<file path="config.mk">
export PLATFORM = sky130hd
export DESIGN_NAME = lplim_scale
export DESIGN_NICKNAME = d
export VERILOG_FILES = /design/src/hw/rtl/lplim_pkg.sv /design/src/hw/rtl/lplim_scale.sv
export SDC_FILE = /design/constraint.sdc
export NUM_CORES = 1
export LEC_CHECK = 0
export ABC_AREA = 1
export BUFFER_PORTS_ARGS = -buffer_cell sky130_fd_sc_hd__buf_2
export CORE_MARGIN = 2
export CORE_UTILIZATION = 45
export DETAILED_ROUTE_END_ITERATION = 16
export GPL_ROUTABILITY_DRIVEN = 0
export PLACE_DENSITY = 0.74
export SYNTH_ARGS = -nofsm -noshare
export SYNTH_HDL_FRONTEND = slang
export SYNTH_SLANG_ARGS = --single-unit
export TNS_END_PERCENT = 50
</file>
<file path="constraint.sdc">
create_clock -name aclk -period 6.8 [get_ports aclk]
set_input_delay 1.36 -clock aclk [delete_from_list [all_inputs] [get_ports aclk]]
set_output_delay 1.36 -clock aclk [all_outputs]
set_load 0.05 [all_outputs]
</file>
<file path="src/hw/rtl/lplim_pkg.sv">
`default_nettype none
package lplim_pkg;
    localparam int MAX_CHANNELS  = 8;
    localparam int MAX_LOOKAHEAD = 128;
    localparam int CH_W          = $clog2(MAX_CHANNELS);
    localparam int POS_W         = $clog2(MAX_LOOKAHEAD);
    localparam int DLY_DEPTH     = MAX_LOOKAHEAD * MAX_CHANNELS;
    localparam int DLY_AW        = $clog2(DLY_DEPTH);
    localparam int SAMPLE_W      = 24;
    localparam int GAIN_W        = 25;
    localparam int LEN_W         = 8;
    localparam int CHN_W         = 4;
    localparam int CFG_IDX_W     = 4;
    localparam int DVD_W         = 48;
    localparam int DVS_W         = 24;

    localparam logic [GAIN_W-1:0] GAIN_ONE  = 25'd16777216;
    localparam logic [GAIN_W-1:0] THR_MIN   = 25'd838861;
    localparam logic [GAIN_W-1:0] REL_RESET = 25'd2912;
    localparam logic [LEN_W-1:0]  LEN_RESET = 8'd72;
    localparam logic [CHN_W-1:0]  CHN_RESET = 4'd2;

    localparam logic [CFG_IDX_W-1:0] REG_THRESHOLD = 4'd0;
    localparam logic [CFG_IDX_W-1:0] REG_RELEASE   = 4'd1;
    localparam logic [CFG_IDX_W-1:0] REG_LOOKAHEAD = 4'd2;
    localparam logic [CFG_IDX_W-1:0] REG_CHANNELS  = 4'd3;
endpackage
`default_nettype wire

</file>
<file path="src/hw/rtl/lplim_scale.sv">
`default_nettype none
module lplim_scale (
    input  wire logic                                 aclk,
    input  wire logic signed [lplim_pkg::SAMPLE_W-1:0] d,
    input  wire logic        [lplim_pkg::GAIN_W-1:0]   g,
    output logic signed      [lplim_pkg::SAMPLE_W-1:0] y
);
    logic signed [49:0] prod_reg;
    logic signed [50:0] rnd;
    logic signed [26:0] shr;

    always_ff @(posedge aclk) begin
        prod_reg <= d * $signed({1'b0, g});
    end

    // Round half up, then saturate to the sample range.
    always_comb begin
        rnd = {prod_reg[49], prod_reg} + 51'sd8388608;
        shr = rnd[50:24];
        if (shr > 27'sd8388607) begin
            y = 24'sh7FFFFF;
        end else if (shr < -27'sd8388608) begin
            y = 24'sh800000;
        end else begin
            y = shr[lplim_pkg::SAMPLE_W-1:0];
        end
    end
endmodule
`default_nettype wire

</file>
==> summary.txt, run 1 <==
status - finished with violations
failing checks - negative setup slack
first drt pass iteration count - 7
total number of yosys warnings - 0
Max-Cap Viols - 0
hold path startpoint - d[23]
first-pass GRT wire length - 98,400 µm
Die Area - 51,800 µm²
slowest stage cell on the critical path - fa_1
I/O Buffers - 73
CTS tree - yes
Clock transition at path regs - 80 ps
worst slew pin tran - 470 ps
sequential share of the synthesized area - 2.40%
highest clock rate - 0.146 GHz
Fillers - 4,374
Final period util - 101%
Setup crit start - g[13]
startpoint types - input pin
residual DRC count - 0
Data required, critical path - 6980 ps
ranking of synthesized cells by area - fa_1 (45%), inv_1 (16%), nand2_1 (14%)
Avg Cell Area, Syn - 7.43 µm²
GR Util All Layers - 23.8%
most frequent cell after synthesis - inv_1
CP endpoint - prod_reg[44]$_DFF_P_
Final Hold Viols - 0
Synth Flop Type - dfxtp_1
Slew Viols, Final - 0
Vias/cell - 4.91
worst-path maximum fanout - 5
CORE AREA - 49,200 µm²
met2 Use GR - 42.8%
Non-Filler Instances - 3,878
gr busiest metal - met2
placed insts - 3,848
CP Capture Type - flop
starting DRC count in detailed routing - 1,272
Routed WL - 61,500 µm
post-synth top area share - 44.8%
CTS Root Cell - clkbuf_16
Slew HR - 68.4%
Setup TNS - -134 ps
Design Area, Final - 26,600 µm²
num rows - 81
max incr delay on CP - 590 ps
Clock Sinks - 27
share of layout cells above drive strength 1 - 17.4%
cell taking the most area after synthesis - fa_1
RSZ-0062 raised after global routing - yes
Synth top cells by count - inv_1 (946), nand2_1 (816), fa_1 (503)
kind of critical path - input pin to flop
cell count after synthesis - 3,028
final net count - 3,968
Clock Path Buffers - 2
setup ws final - -55.0 ps
post-route ant nets - 0
Final HPWL DP - 51,500 µm
area of the multi-input gates - 18,900 µm²
Routed WL per cell - 15.9 µm
fin crit period - 6850 ps
met3 usage - 1.87%
ys async rst share - 0%
Seq cells post-synth - 27
Placed Area - 24,900 µm²
setup violators final - 5
GR Util met1 - 31.8%
via count - 19,059
chip height - 228 µm
vias in the first global route - 19,790
largest net degree at the start of global routing - 24
Starting Density - 45.8%
grt ovf - 0
die width - 228 µm
initial antenna violation count - 2
CTS Buf Count - 3
CP arrival - 7030 ps
post-synthesis cell type count - 38
H-tree depth - 1
Top Ports - 74
Post-synth EDFFs - 0
Hold Path Cell Cnt - 8
Area Overhead vs Synth - 18.1%
Seq. cell area - 541 µm²
Syn Std Cell Area - 22,500 µm²
syn nets - 3,782
min-delay worst type - input pin to flop
max FFs per register - 27
[worst max-delay path: cells and delay by family]
kind,cells,cell delay [ps]
buffers and inverters,9,780
and+or+nand+nor,10,1030
adders and majority gates,8,3840
[final cells by class]
type,count,area share (%)
Sequential cell,27,2.04
Timing Repair Buffer,304,9.87
Clock buffer,3,0.283
Clock inverter,1,0.0283
Antenna cell,1,0.00942
Tap cell,664,3.13
Multi-Input combinational cell,1930,71.2
Inverter,948,13.4
[metal layers]
metal | part of all wire (%) | vias to the layer above
met4 | 2.7 | 2
li1 | - | 8862
met2 | 51 | 718
met1 | 40 | 9355
met3 | 6.4 | 122
met5 | 0.031 | -
[worst min-delay path by stage]
| stage | endpoint | slack, ps |
|---|---|---|
| 2_1_floorplan | prod_reg[38]$_DFF_P_ | 1830 |
| 3_3_place_gp | y[23] | 2030 |
| 3_5_place_dp | y[23] | 2030 |
| 4_1_cts | prod_reg[49]$_DFF_P_ | 2020 |
| 5_1_grt | prod_reg[49]$_DFF_P_ | 2090 |
| 6_report | prod_reg[49]$_DFF_P_ | 2010 |
[timing repair]
action | 4_1_cts | 5_1_grt
gates resized for setup | 100 | 270
endpoints found under the setup margin | 26 | 27
buffers inserted | 2 | 17
hold buffers | 0 | 0
pin swaps | 20 | 97
gates cloned | 1 | 5
[kinds of logic (layout without fill, tap and decap cells)]
kind of cell | count (synthesis) | after routing | synth area share (%)
xor gates and xnor gates | 38 | 38 | 1.55
other | 0 | 1 | 0
DFF | 27 | 27 | 2.40
AOI/OAI and AO/OA | 133 | 133 | 3.20
adders and majority gates | 704 | 704 | 56.0
buffers and inverters | 1071 | 1256 | 18.0
and+or+nand+nor | 1055 | 1055 | 18.9
[stage by stage]
step	setup slack [ps]	hold slack, ps	utilization (%)
floorplan	-2.55	1830	-
global placement	-556	2030	50.6
detailed placement	-554	2030	50.6
CTS	-22.2	2020	51.5
global route	-234	2090	54.0
finish	-55.0	2010	54.0
[placed cells by master (no fill, tap or decap), types with 6 or more instances in the layout]
master	count
inv_1	922
nand2_1	779
fa_1	480
buf_4	216
ha_1	178
nor2_1	80
nand2_2	37
nand3_1	36
a21oi_1	33
buf_2	33
buf_6	31
a21oi_2	30
nor2_2	30
dfxtp_1	27
inv_2	25
fa_2	23
ha_4	23
nand4_1	21
xor2_1	20
nor2_4	19
o21ai_1	18
o21ai_0	15
buf_12	15
or2_2	13
xnor2_1	12
nor3_1	11
nand2_4	8
o21ai_2	8
clkbuf_16	7
a21oi_4	6
o21a_1	6
nand3_2	6
Power of run 1 is not shown: default switching activity piles up to over one toggle a cycle in this logic, so the estimate is an artifact.
==> run 2: changes to the inputs <==
Settings changed: MAX_ROUTING_LAYER set to met4, SETUP_SLACK_MARGIN set to 0.05.
==> summary.txt, run 2 (same netlist as run 1, synthesis figures left out) <==
worst-path maximum fanout - 11
initial antenna violation count - 0
min-delay worst type - input pin to flop
share of layout cells above drive strength 1 - 18.5%
highest clock rate - 0.146 GHz
fin crit period - 6850 ps
Die Area - 51,800 µm²
Clock Sinks - 27
Max-Cap Viols - 0
Top Ports - 74
CTS Buf Count - 3
residual DRC count - 0
first-pass GRT wire length - 98,600 µm
first drt pass iteration count - 5
Routed WL per cell - 16.0 µm
starting DRC count in detailed routing - 1,225
H-tree depth - 1
Final Hold Viols - 0
worst slew pin tran - 488 ps
setup violators final - 1
Clock transition at path regs - 80 ps
vias in the first global route - 20,017
CTS tree - yes
Slew Viols, Final - 0
setup ws final - -49.8 ps
die width - 228 µm
GR Util All Layers - 24.6%
RSZ-0062 raised after global routing - yes
max FFs per register - 27
grt ovf - 0
Slew HR - 67.1%
commonest non-fill, non-tap cell in the layout - inv_1
largest net degree at the start of global routing - 24
I/O Buffers - 73
via count - 19,360
post-route ant nets - 0
Final Core Density - 54.9%
kind of critical path - input pin to flop
CP Capture Type - flop
CP arrival - 7060 ps
Final HPWL DP - 51,600 µm
ANT cells - 0
Starting Density - 45.8%
Final period util - 101%
CORE AREA - 49,200 µm²
chip height - 228 µm
Data required, critical path - 7010 ps
Clock Path Buffers - 2
status - finished with violations
CTS Root Cell - clkbuf_16
num rows - 81
final net count - 3,966
Routed WL - 62,000 µm
startpoint types - input pin
most frequent cells in the layout - inv_1 (910), nand2_1 (776), fa_1 (475), buf_4 (197), ha_1 (177)
Area Overhead vs Synth - 19.9%
Vias/cell - 5.00
failing checks - negative setup slack
-- run 2: cell count changes in the layout (fill, tap and decap cells not counted), sizes merged --
cell	before	now
diode	1	0
clkinvlp	1	0
inv	947	948
bufbuf	1	0
clkbuf	8	17
buf	298	288
-- run 2: final cells by class --
class                      instances  area [µm²]
fill                            4226       22200
multi-input combinational       1930       19200
inverter                         948        3560
timing repair buffer             302        2800
tap                              664         831
sequential                        27         541
clock buffer                       3        75.1
clock inverter                     1        8.76
-- run 2: final timing paths --
path	cells after the start	startpoint	to
max	24	g[10]	prod_reg[45]$_DFF_P_
min	8	d[23]	prod_reg[49]$_DFF_P_
-- run 2: metrics by stage --
stage / area, µm² / setup TNS (ps) / hold slack (ps) / instances / setup WS, ps
4_1_cts: 25500 / 0 / 1980 / 3852 / 28.0
3_5_place_dp: 24900 / -10150 / 2020 / 3846 / -592
3_3_place_gp: 24900 / -9230 / 2020 / 3846 / -528
6_report: 27000 / -49.8 / 1960 / 3875 / -49.8
2_1_floorplan: 22600 / 0 / 1830 / 3028 / 35.4
5_1_grt: 27000 / -1910 / 2000 / 3875 / -154
-- run 2: timing repair --
| item | 4_1_cts | 5_1_grt |
|---|---|---|
| pin swaps | 43 | 133 |
| hold buffers | 0 | 0 |
| gates resized for setup | 127 | 334 |
| buffers inserted | 2 | 15 |
| cloned | 0 | 8 |
| endpoints found under the setup margin | 27 | 27 |
-- run 2: metal layers --
layer  share of wire [%]  vias up  GRT usage [%]  routed length, µm
met5                   0        -              -                  0
met4                 3.0        0           5.21               1840
met3                 6.1      140           1.81               3800
met2                  51      710           42.4              31400
met1                  40     9640           32.0              24900
li1                    -     8870              -                  -
-- run 2: critical path, stage by stage --
cell and delay [ps]:
buf_6 130, buf_12 150, nand2_1 60, inv_1 50, fa_1 480, inv_2 40
fa_1 540, inv_2 40, fa_1 480, fa_1 550, fa_1 470, fa_1 580
inv_2 40, fa_1 530, inv_2 60, ha_4 260, buf_12 130, a21oi_4 190
o21a_1 200, o21ai_1 80, buf_4 150, a21oi_4 160, nand4_1 160, nand2_1 150
Power of run 2 is left out for the same reason.
