===== config.mk =====
export PLATFORM = sky130hd
export DESIGN_NAME = lplim_div
export DESIGN_NICKNAME = d
export VERILOG_FILES = /design/src/hw/rtl/lplim_pkg.sv /design/src/hw/rtl/lplim_div.sv
export SDC_FILE = /design/constraint.sdc
export NUM_CORES = 1
export LEC_CHECK = 0
export ABC_AREA = 1
export ABC_CLOCK_PERIOD_IN_PS = 7500
export CORE_MARGIN = 10
export CORE_UTILIZATION = 50
export CTS_CLUSTER_DIAMETER = 100
export CTS_CLUSTER_SIZE = 25
export DETAILED_ROUTE_END_ITERATION = 8
export DONT_BUFFER_PORTS = 1
export GPL_ROUTABILITY_DRIVEN = 0
export PLACE_DENSITY_LB_ADDON = 0.2
export SYNTH_ARGS = -nofsm -noshare
export SYNTH_HDL_FRONTEND = slang
export SYNTH_SLANG_ARGS = --single-unit

===== constraint.sdc =====
create_clock -name aclk -period 7.5 [get_ports aclk]
set_clock_uncertainty 0.15 [all_clocks]
set_input_delay 0.75 -clock aclk [delete_from_list [all_inputs] [get_ports aclk]]
set_output_delay 0.75 -clock aclk [all_outputs]
set_load 0.05 [all_outputs]

===== src/hw/rtl/lplim_pkg.sv =====
`default_nettype none
package lplim_pkg;
    localparam int MAX_CHANNELS  = 8;
    localparam int MAX_LOOKAHEAD = 128;
    localparam int CH_W          = $clog2(MAX_CHANNELS);
    localparam int POS_W         = $clog2(MAX_LOOKAHEAD);
    localparam int DLY_DEPTH     = MAX_LOOKAHEAD * MAX_CHANNELS;
    localparam int DLY_AW        = $clog2(DLY_DEPTH);
    localparam int SAMPLE_W      = 24;
    localparam int GAIN_W        = 25;
    localparam int LEN_W         = 8;
    localparam int CHN_W         = 4;
    localparam int CFG_IDX_W     = 4;
    localparam int DVD_W         = 48;
    localparam int DVS_W         = 24;

    localparam logic [GAIN_W-1:0] GAIN_ONE  = 25'd16777216;
    localparam logic [GAIN_W-1:0] THR_MIN   = 25'd838861;
    localparam logic [GAIN_W-1:0] REL_RESET = 25'd2912;
    localparam logic [LEN_W-1:0]  LEN_RESET = 8'd72;
    localparam logic [CHN_W-1:0]  CHN_RESET = 4'd2;

    localparam logic [CFG_IDX_W-1:0] REG_THRESHOLD = 4'd0;
    localparam logic [CFG_IDX_W-1:0] REG_RELEASE   = 4'd1;
    localparam logic [CFG_IDX_W-1:0] REG_LOOKAHEAD = 4'd2;
    localparam logic [CFG_IDX_W-1:0] REG_CHANNELS  = 4'd3;
endpackage
`default_nettype wire


===== src/hw/rtl/lplim_div.sv =====
`default_nettype none
module lplim_div (
    input  wire logic                              aclk,
    input  wire logic                              aresetn,
    input  wire logic                              start,
    input  wire logic [lplim_pkg::DVD_W-1:0]       dividend,
    input  wire logic [lplim_pkg::DVS_W-1:0]       divisor,
    output logic                                   done,
    output logic [lplim_pkg::GAIN_W-1:0]           quotient
);
    localparam int STEPS = lplim_pkg::DVD_W;
    localparam int CNT_W = $clog2(STEPS);

    logic [lplim_pkg::DVD_W-1:0] dvd_reg;
    logic [lplim_pkg::DVS_W-1:0] dvs_reg;
    logic [lplim_pkg::DVS_W-1:0] rem_reg;
    logic [CNT_W-1:0]            cnt_reg;
    logic                        busy_reg;
    logic                        done_reg;
    logic [lplim_pkg::DVS_W:0]   rem_sh;
    logic                        qbit;

    // One quotient bit per cycle; the dividend register fills with quotient bits.
    always_comb begin
        rem_sh = {rem_reg, dvd_reg[lplim_pkg::DVD_W-1]};
        qbit   = (rem_sh >= {1'b0, dvs_reg});
    end

    always_ff @(posedge aclk) begin
        if (!aresetn) begin
            busy_reg <= 1'b0;
            done_reg <= 1'b0;
            cnt_reg  <= '0;
        end else begin
            done_reg <= 1'b0;
            if (start) begin
                busy_reg <= 1'b1;
                cnt_reg  <= '0;
                dvd_reg  <= dividend;
                dvs_reg  <= divisor;
                rem_reg  <= '0;
            end else if (busy_reg) begin
                rem_reg <= qbit ? lplim_pkg::DVS_W'(rem_sh - {1'b0, dvs_reg})
                                : rem_sh[lplim_pkg::DVS_W-1:0];
                dvd_reg <= {dvd_reg[lplim_pkg::DVD_W-2:0], qbit};
                cnt_reg <= cnt_reg + 1'b1;
                if (cnt_reg == CNT_W'(STEPS - 1)) begin
                    busy_reg <= 1'b0;
                    done_reg <= 1'b1;
                end
            end
        end
    end

    assign done     = done_reg;
    assign quotient = dvd_reg[lplim_pkg::GAIN_W-1:0];
endmodule
`default_nettype wire


==> reports/results.txt, run 1 <==
Vias in the first global route: 4,752
H-tree Lvls: 3
CP arrival: 2.64 ns
Worst Setup EP: rem_reg[23]
Reg2reg end: rem_reg[23]
Distinct cells, synth: 35
Cells after Synth: 802
HPWL Detailed: 9.94 mm
Die Wd: 132 µm
Register area share after synthesis: 48.5%
Critical Path Slowest Stage Cell: edfxtp_1
Worst setup EP type: flop
Via density: 4.93
Wirelength per Cell: 14.0 µm
Pint: 1.11 mW
Fmax: 374 MHz
Asr flop ratio synth: 0%
Tcrit/Tclk final: 35.7%
Synth Register Bits: 104
Std-Cell Rows: 40
Critical path peak fanout: 43
Total Wirelength: 13.3 mm
Top delay family on crit path: simple AND/OR/NAND/NOR gates
Simple-gate portion of the synthesized area: 30.1%
Initial drt markers: 355
DR pass1 iterations: 5
Synth top area share: 45.9%
Critical path class: reg2reg
Largest vdd supply drop: 0.000166 V
Clk Latency, worst-skew pair: 0.36 ns
Leak Pwr: 3.19 nW
Most common cell in the netlist: nand2_1
Worst path cell trace: ha_1 > a21oi_1 > nand2_1 > nand2_1 > nand2_1 > a21oi_4 > nand3_4 > nand2_1 > nand2_1 > nand2_1 > inv_1
Slew Limit Fails: 0
Top cells by count, synth: 339 x nand2_1, 117 x inv_1, 96 x edfxtp_1
Least-Margin Pin Slew: 1.09 ns
Synth area leader: edfxtp_1
Pwr dens: 254 mW/mm²
Global-route wire length before repair: 22.4 mm
Status: finished, final reports clean
Mux contribution to synthesized area: 0%
Main combinational cell family by area after synthesis: simple AND/OR/NAND/NOR gates
Crit path launch type: flop
R2r startpoint: rem_reg[19]
CTS tree: yes
Clock sink count: 104
Placeable Area: 0.0122 mm²
WP data required: 7.46 ns
Worst R2R Path Depth: 11
Starting Density: 51.6%
Worst hold-check path type: in2reg
Synth Warn #: 0
Post-synthesis xor/xnor area fraction: 1.40%
Mean post-synth cell area: 7.83 µm²
Residual DRC: 0
Nets: 873
Number of buffers added on ports: 0
Post-DP Area: 0.00622 mm²
Top cells by area, synth: edfxtp_1 46%, nand2_1 20%, inv_1 7.0%, ha_1 5.0%, nor2_1 4.1%
EDFF count, synth: 96
Vias: 4,668
Crit-path max cell delay: 0.40 ns
Postcts setup bufs: 0
Max-cap violation count: 0
Cts bufs inserted: 9
Critical Path Stages: 11
Syn nets: 903
Sw power: 0.549 mW
Minimum clock period: 2.68 ns
Share of cells above drive strength 1: 3.47%
CTS Buffer Depth: 2
Top_reg_cell synth: edfxtp_1
WHS Path Cells: 1
Switching share of total power: 33.1%
Reg-to-reg setup timing slack: 4.82 ns
Synth Area in Compound Gates: 3.07%
IO Pins: 101
# setup viols final: 0
Max-slew headroom: 27.4%
Worst Min Path Start: start
Top cell by count, worst path: nand2_1
Total grt overflow: 0
Die Y-Extent: 132 µm
TNS Setup: 0 ns
Synth Area in Adders: 5.30%
Worst setup path start: rem_reg[19]
Clk root buf: clkbuf_16
Antenna violations before repair: 2
DRT antenna net count: 0
Sequential Power Share: 46.9%
Post_cts resized: 0
Clock power share: 28.9%
Area Overhead vs Synth: 3.89%
Mapped Area: 0.00628 mm²
Max reg flops: 48
WP buf/inv: 1
Hold Fails Final Rpt: 0
Total Routing Usage GR: 15.5%
Post-route cell area: 0.00652 mm²
Clk slew on worst S/H paths: 0.07 ns
Die area: 0.0174 mm²
Logic pwr share: 24.3%
RSZ-0062 raised after global routing: no
Pin count of the biggest net entering global routing: 74
Number of hold buffers added after CTS: 0
==> cells by family after synthesis <==
family                   after synthesis
AO/OA/AOI/OAI                         34
AND/OR/NAND/NOR                      467
adder cells (fa/ha/maj)               26
buffers and inverters                161
flip-flops                           104
XOR/XNOR                              10
==> cell usage in the layout (no fill, tap or decap), types with 4 or more instances in the layout <==
master,synthesis,final
a21oi_1,16,16
clkbuf_16,0,9
dfxtp_1,8,8
edfxtp_1,96,96
ha_1,25,25
inv_1,117,117
nand2_1,339,338
nand2_2,3,4
nand3_1,25,25
nand4_1,8,8
nor2_1,69,69
nor3_1,9,9
o21ai_0,9,9
xnor2_1,8,8
==> power by group through the flow <==
stage	Combinational, mW	Sequential [mW]	Clock, mW
2_1_floorplan	0.394	0.738	0
3_3_place_gp	0.398	0.789	0
3_5_place_dp	0.402	0.790	0
4_1_cts	0.404	0.778	0.490
5_1_grt	0.472	0.784	0.512
6_report	0.402	0.777	0.479
==> routing by layer <==
metal,share of wire [%],wire length [µm],vias up,GRT usage (%)
met2,46,6050,117,24.6
met4,1.3,176,2,3.83
met5,0.053,7,-,0
met3,7.8,1030,16,6.82
li1,-,-,2417,-
met1,45,6020,2116,18.9
==> worst min path at each step <==
stage | endpoint
global placement | cnt_reg[0]
finish | done
CTS | done
global route | dvs_reg[16]
floorplan | done
detailed placement | dvd_reg[41]
==> worst register-to-register path: stages (launching register included) <==
cell and delay, ns:
edfxtp_1 0.40, ha_1 0.37, a21oi_1 0.24, nand2_1 0.10, nand2_1 0.06, nand2_1 0.08
a21oi_4 0.17, nand3_4 0.37, nand2_1 0.32, nand2_1 0.08, nand2_1 0.06, inv_1 0.03
==> per-stage QoR <==
stage	hold WS [ns]	worst slack, ns	util, %	power [mW]	cells
floorplan	0.320	4.32	-	1.13	802
detailed placement	0.350	4.83	51.1	1.19	929
finish	0.331	4.82	53.6	1.66	946
global placement	0.337	4.86	51.1	1.19	929
CTS	0.319	4.82	53.6	1.67	945
global route	0.320	4.52	53.6	1.77	945
==> final cells by class <==
type,instances,area [µm²]
clock buffer,9,225
tap,168,210
antenna,1,2.50
inverter,118,443
timing repair buffer,2,15.0
sequential,104,3040
multi-input combinational,537,2510
fill,1165,5640
clock inverter,7,75.1
No activity file was read; power rests on OpenSTA's default activity.
==> run 2: changes to the inputs <==
Settings changed: ABC_CLOCK_PERIOD_IN_PS 7500 to 2800.
Clock period 7.5 ns to 2.8 ns, I/O delays scaled along.
==> run 2 against run 1 <==
Sequential cell count did not move; utilization rose by 6.4 points; worst hold slack got worse by 0.29 ns; register-to-register slack got worse by 4.6 ns; via count rose by 9.9%; first-iteration DRC count rose by 34%; fmax rose by 3.2%; sequential power rose to 2.7 times the previous value; total power rose to 2.7 times the previous value; setup slack got worse by 4.6 ns; clock power rose to 2.5 times the previous value.
==> reports/results.txt, run 2 (same netlist as run 1, synthesis figures left out) <==
Most common cell after layout, fill and taps aside: nand2_1
Wirelength per Cell: 14.5 µm (+3.5%)
Post_cts resized: 0 (unchanged)
H-tree Lvls: 3 (unchanged)
Die area: 0.0174 mm² (unchanged)
Status: finished, final reports clean
Top cell by count, worst path: nand2_1
Hold Fails Final Rpt: 0 (unchanged)
Slew Limit Fails: 0 (unchanged)
Total grt overflow: 0 (unchanged)
CP arrival: 2.55 ns (-0.09 ns)
Grt met2 use: 29.0% (+4.3 points)
IO Pins: 101 (unchanged)
Minimum clock period: 2.59 ns (-0.0819 ns)
RSZ-0062 raised after global routing: no
Critical Path Slowest Stage Cell: edfxtp_1
CTS tree: yes
DRT antenna net count: 0 (unchanged)
Sequential Power Share: 46.0% (-0.9 points)
Nets: 950 (+8.8%)
Top delay family on crit path: simple AND/OR/NAND/NOR gates
Number of buffers added on ports: 0 (unchanged)
Largest vdd supply drop: 0.000542 V (+230%)
Reg-to-reg setup timing slack: 0.21 ns (-4.62 ns)
Max reg flops: 48 (unchanged)
Pin count of the biggest net entering global routing: 74 (unchanged)
Postcts setup bufs: 0 (unchanged)
Vias in the first global route: 5,229 (+10%)
Least-Margin Pin Slew: 0.547 ns (-0.541 ns)
Via density: 5.02 (+1.8%)
Worst setup EP type: flop
Crit path launch type: flop
Total Routing Usage GR: 17.4% (+1.9 points)
Residual DRC: 0 (unchanged)
Max-cap violation count: 0 (unchanged)
WP data required: 2.76 ns (-4.70 ns)
Clk root buf: clkbuf_16
Busiest layer in global routing: met2
Max-slew headroom: 63.5% (+36 points)
Starting Density: 51.6% (unchanged)
Crit-path max cell delay: 0.42 ns (+0.02 ns)
Worst hold-check path type: in2reg
DR pass1 iterations: 5 (unchanged)
Critical path peak fanout: 22 (-49%)
Pwr dens: 620 mW/mm² (+140%)
Grt met1 use: 21.3% (+2.4 points)
Placeable Area: 0.0122 mm² (unchanged)
Vias: 5,129 (+9.9%)
N_diodes: 0 (-1)
Initial drt markers: 475 (+34%)
Total Wirelength: 14.8 mm (+12%)
Clk slew on worst S/H paths: 0.07 ns (about the same)
Share of cells above drive strength 1: 3.87% (+0.39 points)
Worst path cell trace: ha_1 > nand2_1 > nor2_1 > nand2_1 > nor2_1 > nand2_2 > nand3_4 > buf_12 > nand3_1 > nand2_1 > inv_1
# setup viols final: 0 (unchanged)
Area Overhead vs Synth: 16.2%
Clk Latency, worst-skew pair: 0.35 ns (about the same)
CTS Buffer Depth: 2 (unchanged)
Leak Pwr: 3.52 nW (+10%)
WP buf/inv: 2 (+1)
Clock power share: 26.8% (-2.1 points)
TNS Setup: 0 ns (unchanged)
HPWL Detailed: 10.3 mm (+3.1%)
Critical path class: reg2reg
Switching share of total power: 34.2% (+1.1 points)
Global-route wire length before repair: 25.3 mm (+13%)
Tcrit/Tclk final: 92.6% (+57 points)
Clock sink count: 104 (unchanged)
Die Y-Extent: 132 µm (unchanged)
Cts bufs inserted: 9 (unchanged)
Met3 Resource Use GR: 5.64% (-1.2 points)
Sw power: 1.55 mW (+180%)
Antenna violations before repair: 0 (-2)
Commonest cells after routing, fill and taps aside: 338 x nand2_1, 117 x inv_1, 96 x edfxtp_1
Fmax: 385 MHz (+3.2%)
Std-Cell Rows: 40 (unchanged)
Worst hold slack: 0.0407 ns (-0.291 ns)
Filler cell count: 1,073 (-7.9%)
Pint: 2.98 mW (+170%)
Die Wd: 132 µm (unchanged)
Logic pwr share: 27.2% (+2.9 points)
-- run 2: changes by cell type in the layout (fill, tap and decap cells not counted), moves of 2 or more --
cell,before,now
clkinv_1,2,0
buf_4,2,4
dlygate4sd3_1,0,72
buf_12,0,3
-- run 2: through the flow --
step / setup WS, ns / instances / power, mW / cell area, µm² / utilization (%)
2_1_floorplan: 0.0620 / 802 / 3.03 / 6280 / -
5_1_grt: 0.0223 / 1021 / 4.82 / 7290 / 60.0
3_5_place_dp: 0.287 / 933 / 3.24 / 6270 / 51.6
6_report: 0.206 / 1021 / 4.52 / 7290 / 60.0
3_3_place_gp: 0.315 / 933 / 3.22 / 6270 / 51.6
4_1_cts: 0.264 / 1021 / 4.55 / 7290 / 60.0
-- run 2: cell type report --
class	count	area (µm²)	area share (%)
clock buffers	9	225	3.09
inverters	118	443	6.07
multi-input cells	537	2510	34.4
well taps	168	210	2.88
flip-flops and latches	104	3040	41.7
repair buffers	79	811	11.1
clock inverters	6	55.1	0.755
-- run 2: routing by layer --
metal,routed length [µm],up-vias
li1,-,2579
met1,6380,2357
met2,7020,175
met3,1240,18
met4,209,0
met5,0,-
-- run 2: power by group through the flow --
stage / Combinational, mW / Clock (mW) / Sequential (mW)
finish: 1.23 / 1.21 / 2.08
CTS: 1.22 / 1.24 / 2.08
floorplan: 1.05 / 0 / 1.98
detailed placement: 1.12 / 0 / 2.12
global placement: 1.11 / 0 / 2.11
global route: 1.41 / 1.31 / 2.10
-- run 2: worst register-to-register path, delay by kind of cell, from the launching register on --
kind,cells,cell delay [ns]
adder cells (fa/ha/maj),1,0.40
buffers and inverters,2,0.23
flip-flops,1,0.42
AND/OR/NAND/NOR,8,1.16
-- run 2: worst paths after layout --
check,startpoint,to,depth (start not counted)
hold / removal,start,dvd_reg[0],2
setup reg to reg,rem_reg[10],rem_reg[20],11
setup / recovery,rem_reg[10],rem_reg[20],11
hold reg to reg,dvd_reg[30],dvd_reg[31],2
-- run 2: what timing repair did --
| item | CTS | global route |
|---|---|---|
| hold buffers | 73 | 0 |
| endpoints found under the hold margin | 72 | 0 |
| endpoints found under the setup margin | 0 | 0 |
==> run 3: changes to the inputs <==
Settings changed: HOLD_SLACK_MARGIN set to 0.02, PLACE_DENSITY_LB_ADDON 0.2 to not set.
==> run 3 against run 2 <==
Design area increased by 0.12%; die area unchanged; sequential share of layout area decreased by 0.050 points; worst hold slack improved by 0.024 ns; register-to-register slack improved by 0.10 ns; sequential cell count unchanged; critical path depth increased by 2; total power decreased by 0.26%; critical endpoint is now rem_reg[21].
==> reports/results.txt, run 3 (same netlist as run 1, synthesis figures left out) <==
Minimum clock period: 2.49 ns (-0.103 ns)
Area Overhead vs Synth: 16.3%
Clk Latency, worst-skew pair: 0.35 ns (about the same)
Share of cells above drive strength 1: 4.19% (+0.32 points)
Die area: 0.0174 mm² (unchanged)
Max-cap violation count: 0 (unchanged)
Reg-to-reg setup timing slack: 0.31 ns (+0.10 ns)
Postcts setup bufs: 0 (unchanged)
Reg2reg end: rem_reg[21]
WHS Path Cells: 2 (unchanged)
Pin count of the biggest net entering global routing: 50 (-32%)
Most common cell after layout, fill and taps aside: nand2_1
Worst R2R Path Depth: 13 (+2)
Starting Density: 51.6% (unchanged)
Critical path peak fanout: 11 (-50%)
Pint: 2.97 mW (about the same)
Worst path cell trace: ha_1 > nand2_1 > inv_1 > nand2_1 > nand2_1 > nand2_1 > nand2_1 > a21oi_4 > nand3_4 > nand2_1 > nand2_1 > nand2_1 > inv_1
Std-Cell Rows: 40 (unchanged)
Switching share of total power: 34.1% (-0.13 points)
Fmax: 401 MHz (+4.1%)
Worst Min Path Start: aresetn
Total grt overflow: 0 (unchanged)
TNS Setup: 0 ns (unchanged)
Residual DRC: 0 (unchanged)
Worst hold-check path type: in2reg
Slew Limit Fails: 0 (unchanged)
Total Routing Usage GR: 17.5% (+0.032 points)
Nets: 955 (+0.53%)
Max-slew headroom: 59.4% (-4.0 points)
Commonest cells after routing, fill and taps aside: 338 x nand2_1, 117 x inv_1, 96 x edfxtp_1
Die Y-Extent: 132 µm (unchanged)
Clk root buf: clkbuf_16
Sw power: 1.54 mW (-0.65%)
Hold Path Sink: cnt_reg[1]
Via density: 4.94 (-1.7%)
DR pass1 iterations: 5 (unchanged)
Vias in the first global route: 5,263 (+0.65%)
Post_cts resized: 0 (unchanged)
Worst setup EP type: flop
Global-route wire length before repair: 25.4 mm (+0.38%)
HPWL Detailed: 10.4 mm (+1.9%)
Crit-path max cell delay: 0.39 ns (-0.03 ns)
Antenna violations before repair: 1 (+1)
Clk slew on worst S/H paths: 0.07 ns (about the same)
Status: finished, final reports clean
Hold Fails Final Rpt: 0 (unchanged)
Number of buffers added on ports: 0 (unchanged)
Crit path launch type: flop
CP arrival: 2.45 ns (-0.10 ns)
IO Pins: 101 (unchanged)
Tcrit/Tclk final: 89.0% (-3.7 points)
Critical Path Slowest Stage Cell: edfxtp_1
Largest vdd supply drop: 0.000572 V (+5.5%)
Initial drt markers: 324 (-32%)
H-tree Lvls: 3 (unchanged)
Critical path class: reg2reg
Top cell by count, worst path: nand2_1
CTS Buffer Depth: 2 (unchanged)
Total Wirelength: 14.9 mm (+0.56%)
Number of hold buffers added after CTS: 74 (+1.4%)
Pwr dens: 618 mW/mm² (-0.38%)
Sequential Power Share: 46.1% (about the same)
Vias: 5,075 (-1.1%)
Leak Pwr: 3.54 nW (+0.45%)
Least-Margin Pin Slew: 0.608 ns (+0.0614 ns)
RSZ-0062 raised after global routing: no
Post-layout util: 60.0% (+0.072 points)
Logic pwr share: 27.2% (about the same)
CTS tree: yes
WP data required: 2.76 ns (about the same)
Cts bufs inserted: 9 (unchanged)
Clock power share: 26.7% (about the same)
Max reg flops: 48 (unchanged)
Die Wd: 132 µm (unchanged)
Clock sink count: 104 (unchanged)
# setup viols final: 0 (unchanged)
R2r startpoint: rem_reg[10]
Placeable Area: 0.0122 mm² (unchanged)
DRT antenna net count: 0 (unchanged)
Wirelength per Cell: 14.5 µm (-0.13%)
-- run 3: worst max path at each step --
| stage | start | to | slack (ns) | cells past startpoint |
|---|---|---|---|---|
| 2_1_floorplan | busy_reg | dvd_reg[0] | 0.06 | 3 |
| 3_3_place_gp | rem_reg[10] | rem_reg[6] | 0.32 | 12 |
| 3_5_place_dp | rem_reg[10] | rem_reg[21] | 0.31 | 13 |
| 4_1_cts | rem_reg[10] | rem_reg[21] | 0.31 | 13 |
| 5_1_grt | rem_reg[10] | rem_reg[19] | 0.06 | 13 |
| 6_report | rem_reg[10] | rem_reg[21] | 0.31 | 13 |
-- run 3: final cells by class --
cell class                 count  area (µm²)
antenna                        1        2.50
clock buffer                  10         229
clock inverter                 6        42.5
fill                        1102        4860
inverter                     118         443
multi-input combinational    537        2510
sequential                   104        3040
tap                          168         210
timing repair buffer          84         826
-- run 3: routing by layer --
metal	vias to the layer above	share of wire, %	GRT usage [%]	wire, µm
met3	15	6.8	5.26	1010
met5	-	0	0	0
li1	2582	-	-	-
met2	149	47	28.2	6950
met4	0	1.3	5.38	191
met1	2329	45	21.9	6770
-- run 3: critical path: cells and delay by family, from the launching register on --
family,cells,cell delay [ns]
AOI/OAI and AO/OA,1,0.18
adders and majority gates,1,0.37
buffers and inverters,2,0.08
DFF,1,0.39
and+or+nand+nor,9,1.08
-- run 3: power groups by stage --
stage | registers (mW) | clock network, mW | logic, mW
3_3_place_gp | 2.11 | 0 | 1.11
2_1_floorplan | 1.98 | 0 | 1.05
4_1_cts | 2.08 | 1.24 | 1.22
6_report | 2.08 | 1.20 | 1.23
3_5_place_dp | 2.12 | 0 | 1.12
5_1_grt | 2.10 | 1.30 | 1.42
-- run 3: metrics by stage --
| step | hold WS (ns) | total power [mW] | std cells | setup slack, ns | instance area, µm² |
|---|---|---|---|---|---|
| finish | 0.0652 | 4.51 | 1028 | 0.309 | 7300 |
| global route | 0.0702 | 4.82 | 1028 | 0.0564 | 7300 |
| CTS | 0.0467 | 4.54 | 1027 | 0.311 | 7300 |
| detailed placement | 0.226 | 3.24 | 937 | 0.311 | 6280 |
| global placement | 0.221 | 3.22 | 937 | 0.325 | 6280 |
| floorplan | 0.229 | 3.03 | 802 | 0.0620 | 6280 |
